### config.mk
export PLATFORM = sky130hd
export DESIGN_NAME = hex_checksum_packet_deframer
export DESIGN_NICKNAME = d
export VERILOG_FILES = /design/src/rtl/hcpd_pkg.sv /design/src/rtl/hex_checksum_packet_deframer.sv /design/src/rtl/hcpd_skid.sv
export SDC_FILE = /design/constraint.sdc
export NUM_CORES = 1
export LEC_CHECK = 0
export BUFFER_PORTS_ARGS = -buffer_cell sky130_fd_sc_hd__buf_2
export CAP_MARGIN = 10
export CORE_ASPECT_RATIO = 1.25
export CORE_MARGIN = 4
export CORE_UTILIZATION = 65
export CTS_CLUSTER_DIAMETER = 100
export DETAILED_ROUTE_END_ITERATION = 8
export PLACE_DENSITY = 0.95
export SLEW_MARGIN = 20
export SYNTH_ARGS = -nofsm -noshare
export SYNTH_HDL_FRONTEND = slang
export SYNTH_SLANG_ARGS = --single-unit
export TNS_END_PERCENT = 100
### constraint.sdc
create_clock -name clk -period 7.2 [get_ports clk]
set_input_delay 0.72 -clock clk [delete_from_list [all_inputs] [get_ports clk]]
set_output_delay 0.72 -clock clk [all_outputs]
set_load 0.01 [all_outputs]
### src/rtl/hcpd_pkg.sv
`timescale 1ns / 1ps
// ----------------------------------------------------------------------------
// hcpd_pkg
// Shared types, codes and helpers for the hex checksum packet deframer.
// ----------------------------------------------------------------------------
package hcpd_pkg;

    localparam int unsigned DEF_BUF_BYTES = 16384;

    localparam int unsigned LEN_W = 14;

    localparam logic [7:0] CH_START = 8'h24;  // '$'
    localparam logic [7:0] CH_END   = 8'h23;  // '#'
    localparam logic [7:0] CH_ACK   = 8'h2B;  // '+'
    localparam logic [7:0] CH_NACK  = 8'h2D;  // '-'

    localparam logic [1:0] KIND_DATA = 2'd0;
    localparam logic [1:0] KIND_GOOD = 2'd1;
    localparam logic [1:0] KIND_BAD  = 2'd2;

    typedef enum logic [1:0] {
        PH_HUNT = 2'd0,
        PH_DATA = 2'd1,
        PH_HI   = 2'd2,
        PH_LO   = 2'd3
    } phase_t;

    typedef struct packed {
        logic [1:0]       kind;
        logic [7:0]       byte_value;
        logic [LEN_W-1:0] packet_length;
        logic [7:0]       computed_sum;
    } result_t;

    // Lenient hex digit: 0-9, A-Z and a-z give 0..35, anything else 0.
    function automatic logic [5:0] digit_value(input logic [7:0] c);
        logic [7:0] v;
        begin
            v = 8'd0;
            if (c inside {[8'h30:8'h39]})
            begin
                v = c - 8'h30;
            end
            else if (c inside {[8'h41:8'h5A]})
            begin
                v = c - 8'h41 + 8'd10;
            end
            else if (c inside {[8'h61:8'h7A]})
            begin
                v = c - 8'h61 + 8'd10;
            end
            digit_value = v[5:0];
        end
    endfunction

endpackage

### src/rtl/hex_checksum_packet_deframer.sv
`timescale 1ns / 1ps
// A result beat enters the output buffer when its input beat is accepted.
// Throughput: one input beat per cycle while the skid slot is free
// (in_ready); the per-byte update is a single registered pass over the
// deframer state. A two-slot output buffer keeps input flowing across one
// stalled result. Reset (rst_n, async, active low) puts the deframer in
// hunt, clears sum, length and high digit, and empties the output buffer.
// ----------------------------------------------------------------------------
// hex_checksum_packet_deframer
// '$'-framed, '#'-terminated packet deframer with a two-digit lenient hex
// checksum. Forwards payload bytes with running length and sum, then an
// ack ('+') or nack ('-') beat at packet end.
// ----------------------------------------------------------------------------
module hex_checksum_packet_deframer
    import hcpd_pkg::*;
#(
    parameter int unsigned BUF_BYTES = DEF_BUF_BYTES
)
(
    input  logic             clk,
    input  logic             rst_n,
    input  logic             in_valid,
    output logic             in_ready,
    input  logic [7:0]       rx_byte,
    output logic             out_valid,
    input  logic             out_ready,
    output logic [1:0]       kind,
    output logic [7:0]       byte_value,
    output logic [LEN_W-1:0] packet_length,
    output logic [7:0]       computed_sum
);

    // Count holds up to BUF_BYTES-1.
    localparam int unsigned CNT_W = (BUF_BYTES > 2) ? $clog2(BUF_BYTES) : 1;
    localparam logic [CNT_W-1:0] CNT_LIMIT = CNT_W'(BUF_BYTES - 1);

    phase_t           phase_reg,  phase_next;
    logic [7:0]       sum_reg,    sum_next;
    logic [CNT_W-1:0] count_reg,  count_next;
    logic [5:0]       high_reg,   high_next;

    logic             accept;
    logic             res_valid;
    result_t          res;
    result_t          out_data;
    logic             can_push;

    logic [31:0]      count_wide;
    logic [9:0]       recv_sum;
    logic             sum_match;

    assign in_ready = can_push;
    assign accept   = in_valid && in_ready;

    // Received checksum keeps the full decoded high digit, so a high digit
    // of 16 or more can never match.
    assign recv_sum  = {high_reg, 4'b0000} | {4'b0000, digit_value(rx_byte)};
    assign sum_match = (recv_sum == {2'b00, sum_reg});

    assign count_wide = 32'(count_next);

    always_comb
    begin
        phase_next = phase_reg;
        sum_next   = sum_reg;
        count_next = count_reg;
        high_next  = high_reg;
        res_valid  = 1'b0;
        res        = '0;

        case (phase_reg)
            PH_HUNT:
            begin
                if (rx_byte == CH_START)
                begin
                    sum_next   = 8'd0;
                    count_next = '0;
                    high_next  = 6'd0;
                    phase_next = PH_DATA;
                end
            end
            PH_DATA:
            begin
                if (rx_byte == CH_END)
                begin
                    phase_next = PH_HI;
                end
                else
                begin
                    sum_next   = sum_reg + rx_byte;
                    count_next = count_reg + 1'b1;
                    // Buffer full: next byte is read as the first digit.
                    if (count_next == CNT_LIMIT)
                    begin
                        phase_next = PH_HI;
                    end
                    res_valid         = 1'b1;
                    res.kind          = KIND_DATA;
                    res.byte_value    = rx_byte;
                    res.packet_length = count_wide[LEN_W-1:0];
                    res.computed_sum  = sum_next;
                end
            end
            PH_HI:
            begin
                high_next  = digit_value(rx_byte);
                phase_next = PH_LO;
            end
            PH_LO:
            begin
                phase_next        = PH_HUNT;
                res_valid         = 1'b1;
                res.kind          = sum_match ? KIND_GOOD : KIND_BAD;
                res.byte_value    = sum_match ? CH_ACK : CH_NACK;
                res.packet_length = count_wide[LEN_W-1:0];
                res.computed_sum  = sum_reg;
            end
            default:
            begin
                phase_next = PH_HUNT;
            end
        endcase
    end

    always_ff @(posedge clk or negedge rst_n)
    begin
        if (!rst_n)
        begin
            phase_reg <= PH_HUNT;
            sum_reg   <= 8'd0;
            count_reg <= '0;
            high_reg  <= 6'd0;
        end
        else if (accept)
        begin
            phase_reg <= phase_next;
            sum_reg   <= sum_next;
            count_reg <= count_next;
            high_reg  <= high_next;
        end
    end

    // Result beats go through the output register / skid pair.
    hcpd_skid u_skid (
        .clk       (clk),
        .rst_n     (rst_n),
        .push      (accept && res_valid),
        .push_data (res),
        .can_push  (can_push),
        .out_valid (out_valid),
        .out_ready (out_ready),
        .out_data  (out_data)
    );

    assign kind          = out_data.kind;
    assign byte_value    = out_data.byte_value;
    assign packet_length = out_data.packet_length;
    assign computed_sum  = out_data.computed_sum;

`ifndef SYNTH
    a_count_bound: assert property (@(posedge clk) disable iff (!rst_n)
        count_reg <= CNT_LIMIT)
        else $error("payload count beyond buffer limit");

    a_start_enters_data: assert property (@(posedge clk) disable iff (!rst_n)
        accept && phase_reg == PH_HUNT && rx_byte == CH_START
        |=> phase_reg == PH_DATA && count_reg == '0 && sum_reg == 8'd0)
        else $error("start mark did not open a packet");

    a_end_beat_returns_hunt: assert property (@(posedge clk) disable iff (!rst_n)
        accept && phase_reg == PH_LO |=> phase_reg == PH_HUNT)
        else $error("packet end did not return to hunt");

    a_ack_char: assert property (@(posedge clk) disable iff (!rst_n)
        out_valid && kind == KIND_GOOD |-> byte_value == CH_ACK)
        else $error("good end beat without ack character");
`endif

endmodule

### src/rtl/hcpd_skid.sv
`timescale 1ns / 1ps
// ----------------------------------------------------------------------------
// hcpd_skid
// Two-slot result buffer: output register plus one skid slot, so a new
// beat can be pushed while the output beat is stalled.
// ----------------------------------------------------------------------------
module hcpd_skid
    import hcpd_pkg::*;
(
    input  logic    clk,
    input  logic    rst_n,
    input  logic    push,
    input  result_t push_data,
    output logic    can_push,
    output logic    out_valid,
    input  logic    out_ready,
    output result_t out_data
);

    logic    out_valid_reg;
    logic    skid_valid_reg;
    result_t out_data_reg;
    result_t skid_data_reg;

    logic    out_free;

    assign out_free  = !out_valid_reg || out_ready;
    assign can_push  = !skid_valid_reg;
    assign out_valid = out_valid_reg;
    assign out_data  = out_data_reg;

    always_ff @(posedge clk or negedge rst_n)
    begin
        if (!rst_n)
        begin
            out_valid_reg  <= 1'b0;
            skid_valid_reg <= 1'b0;
        end
        else if (out_free)
        begin
            if (skid_valid_reg)
            begin
                out_valid_reg  <= 1'b1;
                skid_valid_reg <= 1'b0;
            end
            else
            begin
                out_valid_reg <= push;
            end
        end
        else if (push)
        begin
            skid_valid_reg <= 1'b1;
        end
    end

    always_ff @(posedge clk)
    begin
        if (out_free)
        begin
            if (skid_valid_reg)
            begin
                out_data_reg <= skid_data_reg;
            end
            else if (push)
            begin
                out_data_reg <= push_data;
            end
        end
        else if (push)
        begin
            skid_data_reg <= push_data;
        end
    end

`ifndef SYNTH
    a_skid_implies_out: assert property (@(posedge clk) disable iff (!rst_n)
        skid_valid_reg |-> out_valid_reg)
        else $error("skid slot full while output slot empty");

    a_stall_holds: assert property (@(posedge clk) disable iff (!rst_n)
        out_valid_reg && !out_ready |=> out_valid_reg && $stable(out_data_reg))
        else $error("stalled output beat changed");

    a_no_push_when_full: assert property (@(posedge clk) disable iff (!rst_n)
        push |-> !skid_valid_reg)
        else $error("push into full buffer");
`endif

endmodule

### Yosys cells after proc, flatten, opt, wreduce, memory -nomap -nowiden

Cells that the tools add are included.
Widths: inputs -> output; s select.

* flip-flop bits (word level): 96
* input bits: 12
* output and inout port bits: 34
* word-level logic and storage cells: 83

* add/subtract/negate cells: 7
* $lt $le $gt $ge: 6
* equal/unequal tests: 10
* muxes and demuxes: 26
* bitwise operators: 2
* reduce and logical (&&, ||, !) cells: 18

Operators with widths (number)
* $mux 32: 2
* $pmux 32 s2: 1
* $mux 30: 1
* $mux 14: 2
* $pmux 14 s2: 1
* $mux 6: 4
* $eq 8x6->1 const B: 2
* $ge 8x7->1 const B: 2
* $le 8x7->1 const B: 2
* $mux 8: 2
* $pmux 8 s2: 1
* $add 14x1->14 const B: 1
* $eq 14x14->1 const B: 1
* $add 6x4->6 const B: 2
* $pmux 6 s2: 1
* $sub 6x6->6 const B: 2
* $eq 10x8->1: 1
* $or 10x6->10: 1
* $add 8x8->8: 1
* $ge 8x6->1 const B: 1
* $le 8x6->1 const B: 1
* $mux 2: 4
* $pmux 2 s4: 1
* $reduce_bool 2->1: 4
* other kinds (16): 28

### Longest topological paths before layout

* depth in word-level cells: 11
* gate-level depth with buffers: 10
* mapped depth without buffers: 10

### Cells and area by module

From an unflattened synthesis, not the netlist that was laid out.

* cells, all modules: 499
* area, all modules: 5554.1 um^2

By module, submodules not included
* hex_checksum_packet_deframer: times used 1, cells an instance 389, area each 3009.1 um^2, seq. area each 750.7 um^2
* hcpd_skid: times used 1, cells an instance 110, area each 2544.9 um^2, seq. area each 1971.9 um^2

### Least setup slack after synthesis

OpenSTA, ideal clock, no wires.

* path type: input to register
* start point: input rx_byte[4]
* end point: register u_skid.skid_data_reg[0] (netlist bit), enable pin
* library setup time: 0.461 ns
* arrival: 3.873 ns
* data required time: 6.739 ns
* setup slack: 2.866 ns
* stages on the path: 7
* path buffers: 0
* path through: inv_1 -> ha_1 -> nor3b_1 -> and3_1 -> nor2_1 -> nor2_1 -> nor3_1

* cells in the longest elaborated chain, start to end: 5

RTL lines
* start: declaration: RTL line hex_checksum_packet_deframer.sv:24 `input logic [7:0] rx_byte,`
* $eq 8x6->1: RTL line hex_checksum_packet_deframer.sv:84 `if (rx_byte == CH_END)`
* $mux 1: RTL line hex_checksum_packet_deframer.sv:84
* $pmux 1 s2: RTL line hex_checksum_packet_deframer.sv:71 `case (phase_reg)`
* $logic_and 1x1->1: RTL line hex_checksum_packet_deframer.sv:147 `.push (accept && res_valid),`
* $reduce_and 2->1 (no source line)
* end signal: assignment: RTL line hcpd_skid.sv:72 `skid_data_reg <= push_data;`
* end: declaration: RTL line hcpd_skid.sv:23 `result_t skid_data_reg;`

Every way passes these cells.
A chain may end at the register's enable or synchronous reset.

==> summary.txt <==
outcome: complete, no violations
gr usage total: 28.0%
dpl hpwl: 8.83 mm
sequential share of power: 42.4%
FILL cells: 458
PD cells: 388 nW/um^2
commonest cells after routing, fill and taps aside: 64 x edfxtp_1, 57 x nand2_1, 45 x buf_2
largest net degree at the start of global routing: 33
Via Count: 4201
asr flop ratio synth: 33.3%
RD Place Congestion: 0.946
# H-tree levels: 3
DIE WIDTH: 88.4 um
Clock power frac: 14.9%
Post-synth EDFFs: 64
first-pass GRT wire length: 20.4 mm
RSZ-0062 raised after global routing: no
routed length on met3: 1.22 mm
CTS Buffer Depth: 2
Fmax: 298 MHz
number of port buffers: 45
DRT Pass-1 Iters: 7
Syn Inst Count: 485
met1 WL: 4.68 mm
crit path DAT: 3.60 ns
Net Sw Power: 913 uW
Die ar.: 9600 um^2
CP Launch Type: primary input
setup TNS: 0 ns
CTS sink count: 96
Residual DRC: 0
Initial Utilization: 67.0%
met2 wire length: 6.35 mm
Worst-path clk slew: 0.10 ns
leakage: 0.00232 uW
Yosys reg bits: 96
post-CTS sizing: 0
Slew @ Worst Pin: 0.910 ns
CTS tree: yes
grt total ovfl: 0
Post-Place Cells: 607
worst min path class: primary input to async pin
Warnings, synthesis: 0
Slew Viols, Final: 0
Worst Clk Skew: 0.0120 ns
TritonCTS Buffers: 9
post-synthesis sequential area ratio: 51.8%
Core ar.: 7840 um^2
layout cells sized above 1: 19.1%
setup violators final: 0
die height: 109 um
crit end category: register
NumNets Final: 556
final WL: 12.7 mm
hold buffer count at cts: 0
Synthesized Nets: 518
DRC violation total after the first TritonRoute iteration: 484
Comb pwr share: 42.7%
Sw Share: 41.1%
post-synthesis cell type count: 57
ys flop type: edfxtp_1
critical path type: primary input to register
post-synthesis instance area: 5260 um^2
period utilization: 46.7%
Routed Antenna Nets: 0
I/O pin count: 46
Critical Path RT: 7.44 ns
Final Non-Filler Cells: 623
antenna violations before repair: 0
total power: 2220 uW
root buffer cell: clkbuf_8
Post-CTS Setup Inserts: 0
syn avg cell area: 10.8 um^2
CP Max Fanout: 14
worst-skew pair later-pin latency: 0.38 ns
synth-to-layout area growth: 8.86%
Max transition margin: 39.1%
commonest non-fill, non-tap cell in the layout: edfxtp_1
Max VDD drop: 280 uV
average wire per standard cell: 20.4 um
highest metal used: met4
Max Cap Viol: 0
vias in the first global route: 4146
ant diodes: 0
fin crit period: 3.36 ns
vias per cell: 6.74
Rows: 36
cell internal pwr: 1310 uW
Final Hold Fails: 0
==> cells in the mapped netlist (15+ instances only) <==
cell type	n	area (um^2)
edfxtp_1	64	1920
ha_1	20	250
inv_1	18	67.6
a21oi_1	17	85.1
dfrtp_1	32	801
mux2_2	29	327
o21ai_1	16	80.1
nor2_1	31	116
nand3_1	15	75.1
clkbuf_1	17	63.8
nand2_1	57	214
o31ai_1	16	120
o21ai_0	29	145
==> path summary, 6_finish.rpt <==
| check | slack (ns) | from | endpoint | cells past startpoint |
|---|---|---|---|---|
| max in group asynchronous | 6.31 | rst_n | phase_reg[0] | 1 |
| worst min register to register | 0.52 | high_reg[5] | high_reg[5] | 2 |
| worst min-delay path | 0.41 | rst_n | sum_reg[1] | 1 |
| min in group clk | 0.52 | high_reg[5] | high_reg[5] | 2 |
| worst max-delay path | 3.84 | rx_byte[4] | u_skid.out_data[17] | 11 |
| worst max register to register | 3.98 | phase_reg[1] | u_skid.out_data[17] | 9 |
==> critical path, stage by stage <==
cell     delay, ns
buf_2         0.18
inv_1         0.12
ha_1          0.22
nor3b_1       0.18
and3_1        0.23
nor2_1        0.71
nor2_1        0.20
nor2_1        0.54
nand2_1       0.10
o21ai_0       0.16
mux2_2        0.24
==> through the flow <==
step                area (um^2)  hold WS, ns  worst slack, ns  utilization [%]
floorplan                  5260        0.424             2.87                -
global placement           5540        0.480             3.74             70.7
detailed placement         5540        0.484             3.57             70.7
CTS                        5720        0.420             3.92             73.0
global route               5720        0.439             3.68             73.0
finish                     5720        0.408             3.84             73.0
==> kinds of logic after synthesis <==
kind of cell	Yosys count	synth area share (%)
simple gates	151	14.0
compound gates	127	16.2
flops	96	51.8
buf+inv	39	2.86
mux	33	6.98
fa+ha+maj	21	5.14
xor+xnor	18	3.00
==> routing by layer <==
| layer | global-route usage [%] | up-vias |
|---|---|---|
| met1 | 35.4 | 1973 |
| met3 | 7.32 | 64 |
| met4 | 11.2 | 0 |
| met2 | 45.7 | 290 |
| li1 | - | 1874 |
| met5 | 0 | - |
==> area by class of cell <==
cell class | instances | area, um^2 | share of cell area [%]
clock buffer | 9 | 124 | 2.17
clock inverter | 7 | 52.6 | 0.919
inverter | 18 | 67.6 | 1.18
multi-input combinational | 350 | 2390 | 41.7
sequential | 96 | 2720 | 47.6
tap | 95 | 119 | 2.08
timing repair buffer | 48 | 248 | 4.33
==> power groups by stage <==
stage / registers (uW) / logic, uW / clock network, uW
final: 941 / 947 / 331
after detailed placement: 946 / 916 / 0
after CTS: 936 / 933 / 331
after global routing: 955 / 1030 / 360
after global placement: 932 / 853 / 0
after floorplan: 941 / 626 / 0
(Power assumes the default switching activity.)
